===== config.mk =====
export PLATFORM = sky130hd
export DESIGN_NAME = crc32_frame_decoder_flat
export DESIGN_NICKNAME = d
export VERILOG_FILES = /design/src/rtl/cfd_pkg.sv /design/src/rtl/cfd_req_if.sv /design/src/rtl/cfd_rsp_if.sv /design/src/rtl/crc32_frame_decoder.sv /design/src/flat_wrapper.sv
export SDC_FILE = /design/constraint.sdc
export NUM_CORES = 1
export LEC_CHECK = 0
export BUFFER_PORTS_ARGS = -buffer_cell sky130_fd_sc_hd__buf_4
export CAP_MARGIN = 20
export CORE_MARGIN = 4
export CORE_UTILIZATION = 25
export CTS_CLUSTER_SIZE = 20
export DETAILED_ROUTE_END_ITERATION = 8
export PLACE_DENSITY_LB_ADDON = 0.3
export SETUP_SLACK_MARGIN = 0.2
export SYNTH_ARGS = -nofsm -noshare
export SYNTH_HDL_FRONTEND = slang
export SYNTH_SLANG_ARGS = --single-unit

===== constraint.sdc =====
create_clock -name clock -period 8.67 [get_ports clock]
set_clock_uncertainty 0.05 [all_clocks]
set_input_delay 0.4335 -clock clock [delete_from_list [all_inputs] [get_ports clock]]
set_output_delay 0.4335 -clock clock [all_outputs]
set_load 0.02 [all_outputs]

===== src/rtl/cfd_pkg.sv =====
// package for the crc-32 frame decoder: sizes, magic, verdict codes and crc step
package cfd_pkg;

   localparam int HEADER_BYTES = 20;
   localparam int COUNT_BITS   = 33;

   localparam logic [COUNT_BITS-1:0] COUNT_MAX = {COUNT_BITS{1'b1}};

   localparam logic [31:0] CRC_INIT = 32'hFFFF_FFFF;
   localparam logic [31:0] CRC_POLY = 32'hEDB8_8320;

   // magic "SQDP", byte 0 in the low lane
   localparam logic [31:0] MAGIC_WORD = {8'h50, 8'h44, 8'h51, 8'h53};

   // header byte offsets
   localparam int KIND_POS     = 4;
   localparam int OPCODE_POS   = 5;
   localparam int STATUS_POS   = 6;
   localparam int SEQUENCE_POS = 8;
   localparam int LENGTH_POS   = 12;
   localparam int CRC_POS      = 16;

   typedef enum logic [2:0] {
      RESULT_OK         = 3'd0,
      RESULT_TRUNCATED  = 3'd1,
      RESULT_BAD_MAGIC  = 3'd2,
      RESULT_BAD_LENGTH = 3'd3,
      RESULT_BAD_CRC    = 3'd4
   } result_code_type;

   // one byte of the reflected crc-32, eight bit steps unrolled
   function automatic logic [31:0] crc_byte(input logic [31:0] crc, input logic [7:0] b);
      logic [31:0] c;
      c = crc ^ {24'd0, b};
      for (int i = 0; i < 8; i++) begin
         c = {1'b0, c[31:1]} ^ (CRC_POLY & {32{c[0]}});
      end
      return c;
   endfunction

endpackage


===== src/rtl/cfd_req_if.sv =====
// byte channel into the frame decoder
interface cfd_req_if;
   logic       valid;
   logic       ready;
   logic [7:0] data_byte;
   logic       end_of_frame;

   modport source (output valid, output data_byte, output end_of_frame, input ready);
   modport sink   (input valid, input data_byte, input end_of_frame, output ready);
endinterface


===== src/rtl/cfd_rsp_if.sv =====
// verdict channel out of the frame decoder
interface cfd_rsp_if;
   logic        valid;
   logic        ready;
   logic [2:0]  result_code;
   logic [7:0]  frame_kind;
   logic [7:0]  frame_opcode;
   logic [7:0]  frame_status;
   logic [31:0] sequence_number;
   logic [31:0] payload_length;
   logic [31:0] frame_crc;

   modport source (output valid, output result_code, output frame_kind, output frame_opcode,
                   output frame_status, output sequence_number, output payload_length,
                   output frame_crc, input ready);
   modport sink   (input valid, input result_code, input frame_kind, input frame_opcode,
                   input frame_status, input sequence_number, input payload_length,
                   input frame_crc, output ready);
endinterface


===== src/rtl/crc32_frame_decoder.sv =====
// frame decoder top level: header capture, payload crc-32 and end-of-frame verdict
//
// takes one frame byte per cycle on req_ch, last byte flagged by end_of_frame. bytes 0..3
// must read "SQDP", bytes 4..6 give kind, opcode and status, byte 7 is skipped, bytes 8..19
// carry little-endian sequence, payload length and payload crc, and every later byte runs
// through a reflected crc-32 (poly edb88320, init all ones, final inversion), one whole byte
// per cycle. on the flagged byte a single verdict item appears on rsp_ch in the next cycle:
// truncated header, bad magic, length mismatch, crc mismatch or ok, first failing check
// winning, with the header fields shown only on ok and zero otherwise. the decoder then
// starts afresh for the next frame. a new byte is taken every cycle; req_ch.ready drops
// only while a verdict sits in the output register and rsp_ch.ready is low. the byte count
// saturates, so very long frames report a length mismatch.
module crc32_frame_decoder (
   input  logic        clock,
   input  logic        reset,
   cfd_req_if.sink     req_ch,
   cfd_rsp_if.source   rsp_ch
);

   localparam int CB = cfd_pkg::COUNT_BITS;

   // frame state
   logic [CB-1:0] count_ff, count_in;
   logic [31:0]   crc_ff, crc_in;
   logic          magic_ff, magic_in;
   logic [7:0]    kind_ff, kind_in;
   logic [7:0]    opcode_ff, opcode_in;
   logic [7:0]    status_ff, status_in;
   logic [31:0]   sequence_ff, sequence_in;
   logic [31:0]   length_ff, length_in;
   logic [31:0]   expected_ff, expected_in;

   // output register
   logic          out_valid_ff, out_valid_in;
   cfd_pkg::result_code_type code_ff, code_in;
   logic [7:0]    out_kind_ff, out_kind_in;
   logic [7:0]    out_opcode_ff, out_opcode_in;
   logic [7:0]    out_status_ff, out_status_in;
   logic [31:0]   out_sequence_ff, out_sequence_in;
   logic [31:0]   out_length_ff, out_length_in;
   logic [31:0]   out_crc_ff, out_crc_in;

   logic          accept;
   logic          in_header;
   logic [4:0]    pos;
   logic [4:0]    lane_shift;
   logic [31:0]   lane_mask;
   logic [31:0]   lane_byte;
   logic [CB-1:0] expected_total;
   cfd_pkg::result_code_type verdict;

   // stall only while a verdict waits untaken
   assign req_ch.ready = !out_valid_ff || rsp_ch.ready;
   assign accept       = req_ch.valid && req_ch.ready;

   // header position decode, count below twenty fits five bits
   assign in_header  = (count_ff < CB'(cfd_pkg::HEADER_BYTES));
   assign pos        = count_ff[4:0];
   assign lane_shift = {pos[1:0], 3'b000};
   assign lane_mask  = ~(32'h0000_00FF << lane_shift);
   assign lane_byte  = {24'd0, req_ch.data_byte} << lane_shift;

   always_comb begin
      crc_in      = crc_ff;
      magic_in    = magic_ff;
      kind_in     = kind_ff;
      opcode_in   = opcode_ff;
      status_in   = status_ff;
      sequence_in = sequence_ff;
      length_in   = length_ff;
      expected_in = expected_ff;

      // route the byte by its place in the frame
      if (!in_header) begin
         crc_in = cfd_pkg::crc_byte(crc_ff, req_ch.data_byte);
      end else if (pos < 5'(cfd_pkg::KIND_POS)) begin
         if (req_ch.data_byte != cfd_pkg::MAGIC_WORD[lane_shift +: 8]) begin
            magic_in = 1'b0;
         end
      end else if (pos == 5'(cfd_pkg::KIND_POS)) begin
         kind_in = req_ch.data_byte;
      end else if (pos == 5'(cfd_pkg::OPCODE_POS)) begin
         opcode_in = req_ch.data_byte;
      end else if (pos == 5'(cfd_pkg::STATUS_POS)) begin
         status_in = req_ch.data_byte;
      end else if (pos >= 5'(cfd_pkg::SEQUENCE_POS) && pos < 5'(cfd_pkg::LENGTH_POS)) begin
         sequence_in = (sequence_ff & lane_mask) | lane_byte;
      end else if (pos >= 5'(cfd_pkg::LENGTH_POS) && pos < 5'(cfd_pkg::CRC_POS)) begin
         length_in = (length_ff & lane_mask) | lane_byte;
      end else if (pos >= 5'(cfd_pkg::CRC_POS)) begin
         expected_in = (expected_ff & lane_mask) | lane_byte;
      end

      // saturating byte count
      count_in = (count_ff == cfd_pkg::COUNT_MAX) ? count_ff : count_ff + CB'(1);
   end

   // verdict on the updated state, first failing check wins
   assign expected_total = {1'b0, length_in} + CB'(cfd_pkg::HEADER_BYTES);

   always_comb begin
      if (count_in < CB'(cfd_pkg::HEADER_BYTES)) begin
         verdict = cfd_pkg::RESULT_TRUNCATED;
      end else if (!magic_in) begin
         verdict = cfd_pkg::RESULT_BAD_MAGIC;
      end else if (count_in != expected_total) begin
         verdict = cfd_pkg::RESULT_BAD_LENGTH;
      end else if (~crc_in != expected_in) begin
         verdict = cfd_pkg::RESULT_BAD_CRC;
      end else begin
         verdict = cfd_pkg::RESULT_OK;
      end
   end

   // output register loads on the last byte of a frame
   always_comb begin
      out_valid_in    = out_valid_ff && !rsp_ch.ready;
      code_in         = code_ff;
      out_kind_in     = out_kind_ff;
      out_opcode_in   = out_opcode_ff;
      out_status_in   = out_status_ff;
      out_sequence_in = out_sequence_ff;
      out_length_in   = out_length_ff;
      out_crc_in      = out_crc_ff;
      if (accept && req_ch.end_of_frame) begin
         out_valid_in = 1'b1;
         code_in      = verdict;
         if (verdict == cfd_pkg::RESULT_OK) begin
            out_kind_in     = kind_in;
            out_opcode_in   = opcode_in;
            out_status_in   = status_in;
            out_sequence_in = sequence_in;
            out_length_in   = length_in;
            out_crc_in      = expected_in;
         end else begin
            out_kind_in     = '0;
            out_opcode_in   = '0;
            out_status_in   = '0;
            out_sequence_in = '0;
            out_length_in   = '0;
            out_crc_in      = '0;
         end
      end
   end

   // frame state, cleared after each verdict
   always_ff @(posedge clock) begin
      if (reset || (accept && req_ch.end_of_frame)) begin
         count_ff    <= '0;
         crc_ff      <= cfd_pkg::CRC_INIT;
         magic_ff    <= 1'b1;
         kind_ff     <= '0;
         opcode_ff   <= '0;
         status_ff   <= '0;
         sequence_ff <= '0;
         length_ff   <= '0;
         expected_ff <= '0;
      end else if (accept) begin
         count_ff    <= count_in;
         crc_ff      <= crc_in;
         magic_ff    <= magic_in;
         kind_ff     <= kind_in;
         opcode_ff   <= opcode_in;
         status_ff   <= status_in;
         sequence_ff <= sequence_in;
         length_ff   <= length_in;
         expected_ff <= expected_in;
      end
   end

   always_ff @(posedge clock) begin
      if (reset) begin
         out_valid_ff <= 1'b0;
      end else begin
         out_valid_ff <= out_valid_in;
      end
   end

   // payload of the output register, no reset needed
   always_ff @(posedge clock) begin
      code_ff         <= code_in;
      out_kind_ff     <= out_kind_in;
      out_opcode_ff   <= out_opcode_in;
      out_status_ff   <= out_status_in;
      out_sequence_ff <= out_sequence_in;
      out_length_ff   <= out_length_in;
      out_crc_ff      <= out_crc_in;
   end

   assign rsp_ch.valid           = out_valid_ff;
   assign rsp_ch.result_code     = code_ff;
   assign rsp_ch.frame_kind      = out_kind_ff;
   assign rsp_ch.frame_opcode    = out_opcode_ff;
   assign rsp_ch.frame_status    = out_status_ff;
   assign rsp_ch.sequence_number = out_sequence_ff;
   assign rsp_ch.payload_length  = out_length_ff;
   assign rsp_ch.frame_crc       = out_crc_ff;

endmodule


===== src/flat_wrapper.sv =====
// flat-port wrapper written by rule: the top's interface ports become plain ports
module crc32_frame_decoder_flat 
  (clock, reset, req_ch_valid, req_ch_data_byte, req_ch_end_of_frame, req_ch_ready, rsp_ch_valid, rsp_ch_result_code, rsp_ch_frame_kind, rsp_ch_frame_opcode, rsp_ch_frame_status, rsp_ch_sequence_number, rsp_ch_payload_length, rsp_ch_frame_crc, rsp_ch_ready);
  cfd_req_if req_ch_i ();
  cfd_rsp_if rsp_ch_i ();
  input  logic clock;
  input  logic reset;
  input wire logic [$bits(req_ch_i.valid)-1:0] req_ch_valid;
  input wire logic [$bits(req_ch_i.data_byte)-1:0] req_ch_data_byte;
  input wire logic [$bits(req_ch_i.end_of_frame)-1:0] req_ch_end_of_frame;
  output wire logic [$bits(req_ch_i.ready)-1:0] req_ch_ready;
  output wire logic [$bits(rsp_ch_i.valid)-1:0] rsp_ch_valid;
  output wire logic [$bits(rsp_ch_i.result_code)-1:0] rsp_ch_result_code;
  output wire logic [$bits(rsp_ch_i.frame_kind)-1:0] rsp_ch_frame_kind;
  output wire logic [$bits(rsp_ch_i.frame_opcode)-1:0] rsp_ch_frame_opcode;
  output wire logic [$bits(rsp_ch_i.frame_status)-1:0] rsp_ch_frame_status;
  output wire logic [$bits(rsp_ch_i.sequence_number)-1:0] rsp_ch_sequence_number;
  output wire logic [$bits(rsp_ch_i.payload_length)-1:0] rsp_ch_payload_length;
  output wire logic [$bits(rsp_ch_i.frame_crc)-1:0] rsp_ch_frame_crc;
  input wire logic [$bits(rsp_ch_i.ready)-1:0] rsp_ch_ready;
  assign req_ch_i.valid = req_ch_valid;
  assign req_ch_i.data_byte = req_ch_data_byte;
  assign req_ch_i.end_of_frame = req_ch_end_of_frame;
  assign req_ch_ready = req_ch_i.ready;
  assign rsp_ch_valid = rsp_ch_i.valid;
  assign rsp_ch_result_code = rsp_ch_i.result_code;
  assign rsp_ch_frame_kind = rsp_ch_i.frame_kind;
  assign rsp_ch_frame_opcode = rsp_ch_i.frame_opcode;
  assign rsp_ch_frame_status = rsp_ch_i.frame_status;
  assign rsp_ch_sequence_number = rsp_ch_i.sequence_number;
  assign rsp_ch_payload_length = rsp_ch_i.payload_length;
  assign rsp_ch_frame_crc = rsp_ch_i.frame_crc;
  assign rsp_ch_i.ready = rsp_ch_ready;
  crc32_frame_decoder u_core (.clock(clock), .reset(reset), .req_ch(req_ch_i), .rsp_ch(rsp_ch_i));
endmodule

==> impl_results.md <==
- Status: finished clean
- Initial antenna violation count: 0
- First-pass GRT wire length: about 90 mm
- Area growth from synthesis to layout: 15.95%
- Final hold viol count: 0
- I/O Buffers: roughly 140
- Final worst-path setup slack: between 1.5 and 2 ns
- Root buffer cell: clkbuf_16
- Number of library cell types mapped by synthesis: 86
- Worst-skew pair later-pin latency: ~0.58 ns
- Fin util: between 20% and 30%
- Post-CTS Hold Buffers: 0
- Most frequent cells in the layout: dfxtp_1, nor2_1, nand2_1, buf_4, a22oi_1
- DRT iter0 DRCs: 1504
- Worst reg2reg path startpoint: u_core.count_ff[31]$_SDFFE_PP0P_
- CP Class: reg -> reg
- Critical Path Start Type: flop
- CP peak stage delay: ~0.76 ns
- Final period util: roughly 77%
- Final setup violation count: 0
- Synth Cell Area: between 0.015 and 0.02 mm²
- Via count: roughly 15000
- CTS buffer count: 37
- Chip width: approximately 270 µm
- Async S/R FF share, synth: 0%
- WL final: a little over 60 mm
- Core area: about 0.070 mm²
- P per Cell Area: around 180 mW/mm²
- CP Max Fanout: 91
- CTS tree: built
- Drt first pass iters: 5
- Nets: about 1900
- CTS Sinks: just over 300
- Worst-Margin Slew: between 1 and 1.5 ns
- Syn. warnings: 0
- Largest net degree at the start of global routing: between 90 and 100
- Htree depth: 2
- Synth Flop Type: dfxtp_1
- Crit-path cells: nor4_4 -> nand3_1 -> nor4_4 -> buf_4 -> a22o_1 -> nand4_2 -> nor3_1 -> a31oi_1 -> a2111o_1 -> nor4_2 -> nand4b_4 -> buf_12 -> and2_1
- Slew margin rel.: 29.60%
- Hold Path Class: in -> reg
- Share of post-route cells with drive strength above 1: 17.46%
- Syn Nets: about 1900
- Syn avg cell area: roughly 9.4 µm²
- # diodes: 0
- Final TNS setup: 0 ns
- Clock buffer depth: 3
- Num ports: 138
- Worst Path Required: just under 9 ns
- CP most frequent cell: nor4_4
- Commonest non-fill, non-tap cell in the layout: dfxtp_1
- DR vias/cell: 5.159
- Static leakage: approximately 6.7 nW
- Worst path slowest cell: nand3_1
- Final Max Tran Viols: 0
- Initial Util: 25.20%
- Minimum clock period: 6.695 ns
- Fin cells: roughly 2900
- EDFF count, synth: roughly 120
- #FFs+latches synth: between 300 and 400
- Die area: around 0.075 mm²
- Post-DP HPWL: around 45 mm
- Vias in the first global route: approximately 14000
- Max VDD drop: around 0.094 mV
- DRC Markers: 0
- Per-cell routed wire length: around 22 µm
- Die height: 273.7 µm
- Total global-route track usage: around 16%
- Part of the Yosys area used for sequential elements: 42.15%
- Gpl congestion: ~0.95
- Worst Path Arrival: 6.95 ns
- Cells after synthesis: approximately 1900
- Overflow left after global routing: 0
- Dpl cells: 2801
- CP Launch Point: u_core.count_ff[31]$_SDFFE_PP0P_
- Crit end category: flop
- HP Start: reset
- Max-cap violations: 0
- F_max: between 100 and 150 MHz
- Post-cts gate resize count: 0
- Dpl ws: 2.237 ns
- Rows: 97
- CTS clk-pin slew, worst paths: 0.05 ns
- Postcts setup bufs: 0
- Post-route ant nets: 0
- RSZ-0062 raised after global routing: no
[per-stage QoR]
step | area [µm²] | power, W | hold WS, ns
after floorplan | 17640 | 0.001974 | 0.3816
after global placement | 19260 | 0.002138 | 0.3868
after detailed placement | 19260 | 0.002142 | 0.3952
after CTS | 20430 | 0.003683 | 0.01174
after global routing | 20460 | 0.003783 | 0.02647
final | 20460 | 0.003641 | 0.04102
[synth_stat cells (6+ instances only)]
| master | n | area share [%] |
|---|---|---|
| o31ai_1 | 10 | 0.43 |
| nand2_1 | 160 | 3.4 |
| ha_1 | 6 | 0.43 |
| o211ai_1 | 37 | 1.6 |
| a32oi_1 | 7 | 0.35 |
| nand3_1 | 30 | 0.85 |
| inv_1 | 10 | 0.21 |
| nor2_1 | 175 | 3.7 |
| o21ai_0 | 53 | 1.5 |
| mux2i_1 | 37 | 2.1 |
| and2_1 | 45 | 1.6 |
| and4_1 | 9 | 0.45 |
| buf_1 | 6 | 0.13 |
| or4_1 | 7 | 0.30 |
| nor4_4 | 6 | 0.72 |
| nor3_2 | 79 | 4.5 |
| buf_4 | 7 | 0.30 |
| a211oi_1 | 42 | 1.8 |
| xnor2_1 | 116 | 5.8 |
| clkbuf_1 | 119 | 2.5 |
| edfxtp_1 | 123 | 21 |
| or3_1 | 19 | 0.67 |
| nor4_1 | 22 | 0.78 |
| buf_2 | 31 | 0.88 |
| nand4_1 | 34 | 1.2 |
| and3_1 | 26 | 0.92 |
| a21oi_1 | 56 | 1.6 |
| dfxtp_1 | 187 | 21 |
| buf_6 | 13 | 0.83 |
| nor3_1 | 74 | 2.1 |
| o21a_1 | 6 | 0.26 |
| xor2_1 | 64 | 3.2 |
| a22o_1 | 8 | 0.40 |
| a22oi_1 | 148 | 6.3 |
[cell families (layout without fill, tap and decap cells)]
| logic type | count (synthesis) | after routing | share of synthesized area [%] |
|---|---|---|---|
| multiplexers | 38 | 38 | 2.163 |
| flip-flops | 310 | 310 | 42.15 |
| adder cells (fa/ha/maj) | 6 | 6 | 0.4255 |
| buffers and inverters | 186 | 237 | 4.879 |
| AND/OR/NAND/NOR | 735 | 735 | 23.99 |
| XOR/XNOR | 182 | 182 | 9.190 |
| AO/OA/AOI/OAI | 422 | 422 | 17.20 |
[path summary, 6_finish.rpt]
check,end,slack (ns),cells past startpoint
setup reg to reg,u_core.rsp_ch.result_code[1]$_DFFE_PP_,1.98,13
hold reg to reg,u_core.status_ff[3]$_SDFFE_PP0P_,0.40,2
hold / removal,u_core.rsp_ch.valid$_SDFF_PP0_,0.04,2
setup / recovery,u_core.rsp_ch.result_code[1]$_DFFE_PP_,1.98,13
[layer usage]
metal | track usage, % | vias to the layer above | routed length (µm)
met3 | 2.086 | 87 | 3370
li1 | - | 6969 | -
met1 | 21.08 | 7240 | 26700
met4 | 4.901 | 0 | 1673
met2 | 27.11 | 509 | 30230
met5 | 0 | - | 0
[flip-flops by register name, indices dropped and copies added, names as in the netlist]
name                           flops
u_core.count_ff                   33
u_core.crc_ff                     32
u_core.expected_ff                32
u_core.kind_ff                     8
u_core.length_ff                  32
u_core.magic_ff                    1
u_core.opcode_ff                   8
u_core.rsp_ch.frame_crc           32
u_core.rsp_ch.frame_kind           8
u_core.rsp_ch.frame_opcode         8
u_core.rsp_ch.frame_status         8
u_core.rsp_ch.payload_length      32
u_core.rsp_ch.result_code          3
u_core.rsp_ch.sequence_number     32
u_core.rsp_ch.valid                1
u_core.sequence_ff                32
u_core.status_ff                   8
[worst max-delay path: cells and delay by family, from the launching register on]
| kind | cells | cell delay (ns) |
|---|---|---|
| buffers and inverters | 2 | 0.89 |
| DFF | 1 | 0.44 |
| and+or+nand+nor | 8 | 3.86 |
| AOI/OAI and AO/OA | 3 | 0.94 |
[where the power goes]
group          internal [W]  total (W)  switching (W)
Combinational      0.000184   0.000525       0.000341
Clock              0.000871    0.00153       0.000657
Sequential          0.00156    0.00159      0.0000306
[cell type report]
cell class | count | area [µm²]
multi-input cells | 1383 | 9392
repair buffers | 159 | 1239
fillers | 7328 | 49570
clock inverters | 14 | 100.1
clock buffers | 54 | 1075
well taps | 940 | 1176
inverters | 10 | 40.04
flip-flops and latches | 310 | 7437
Note: power is estimated with default switching activity, not from simulation.
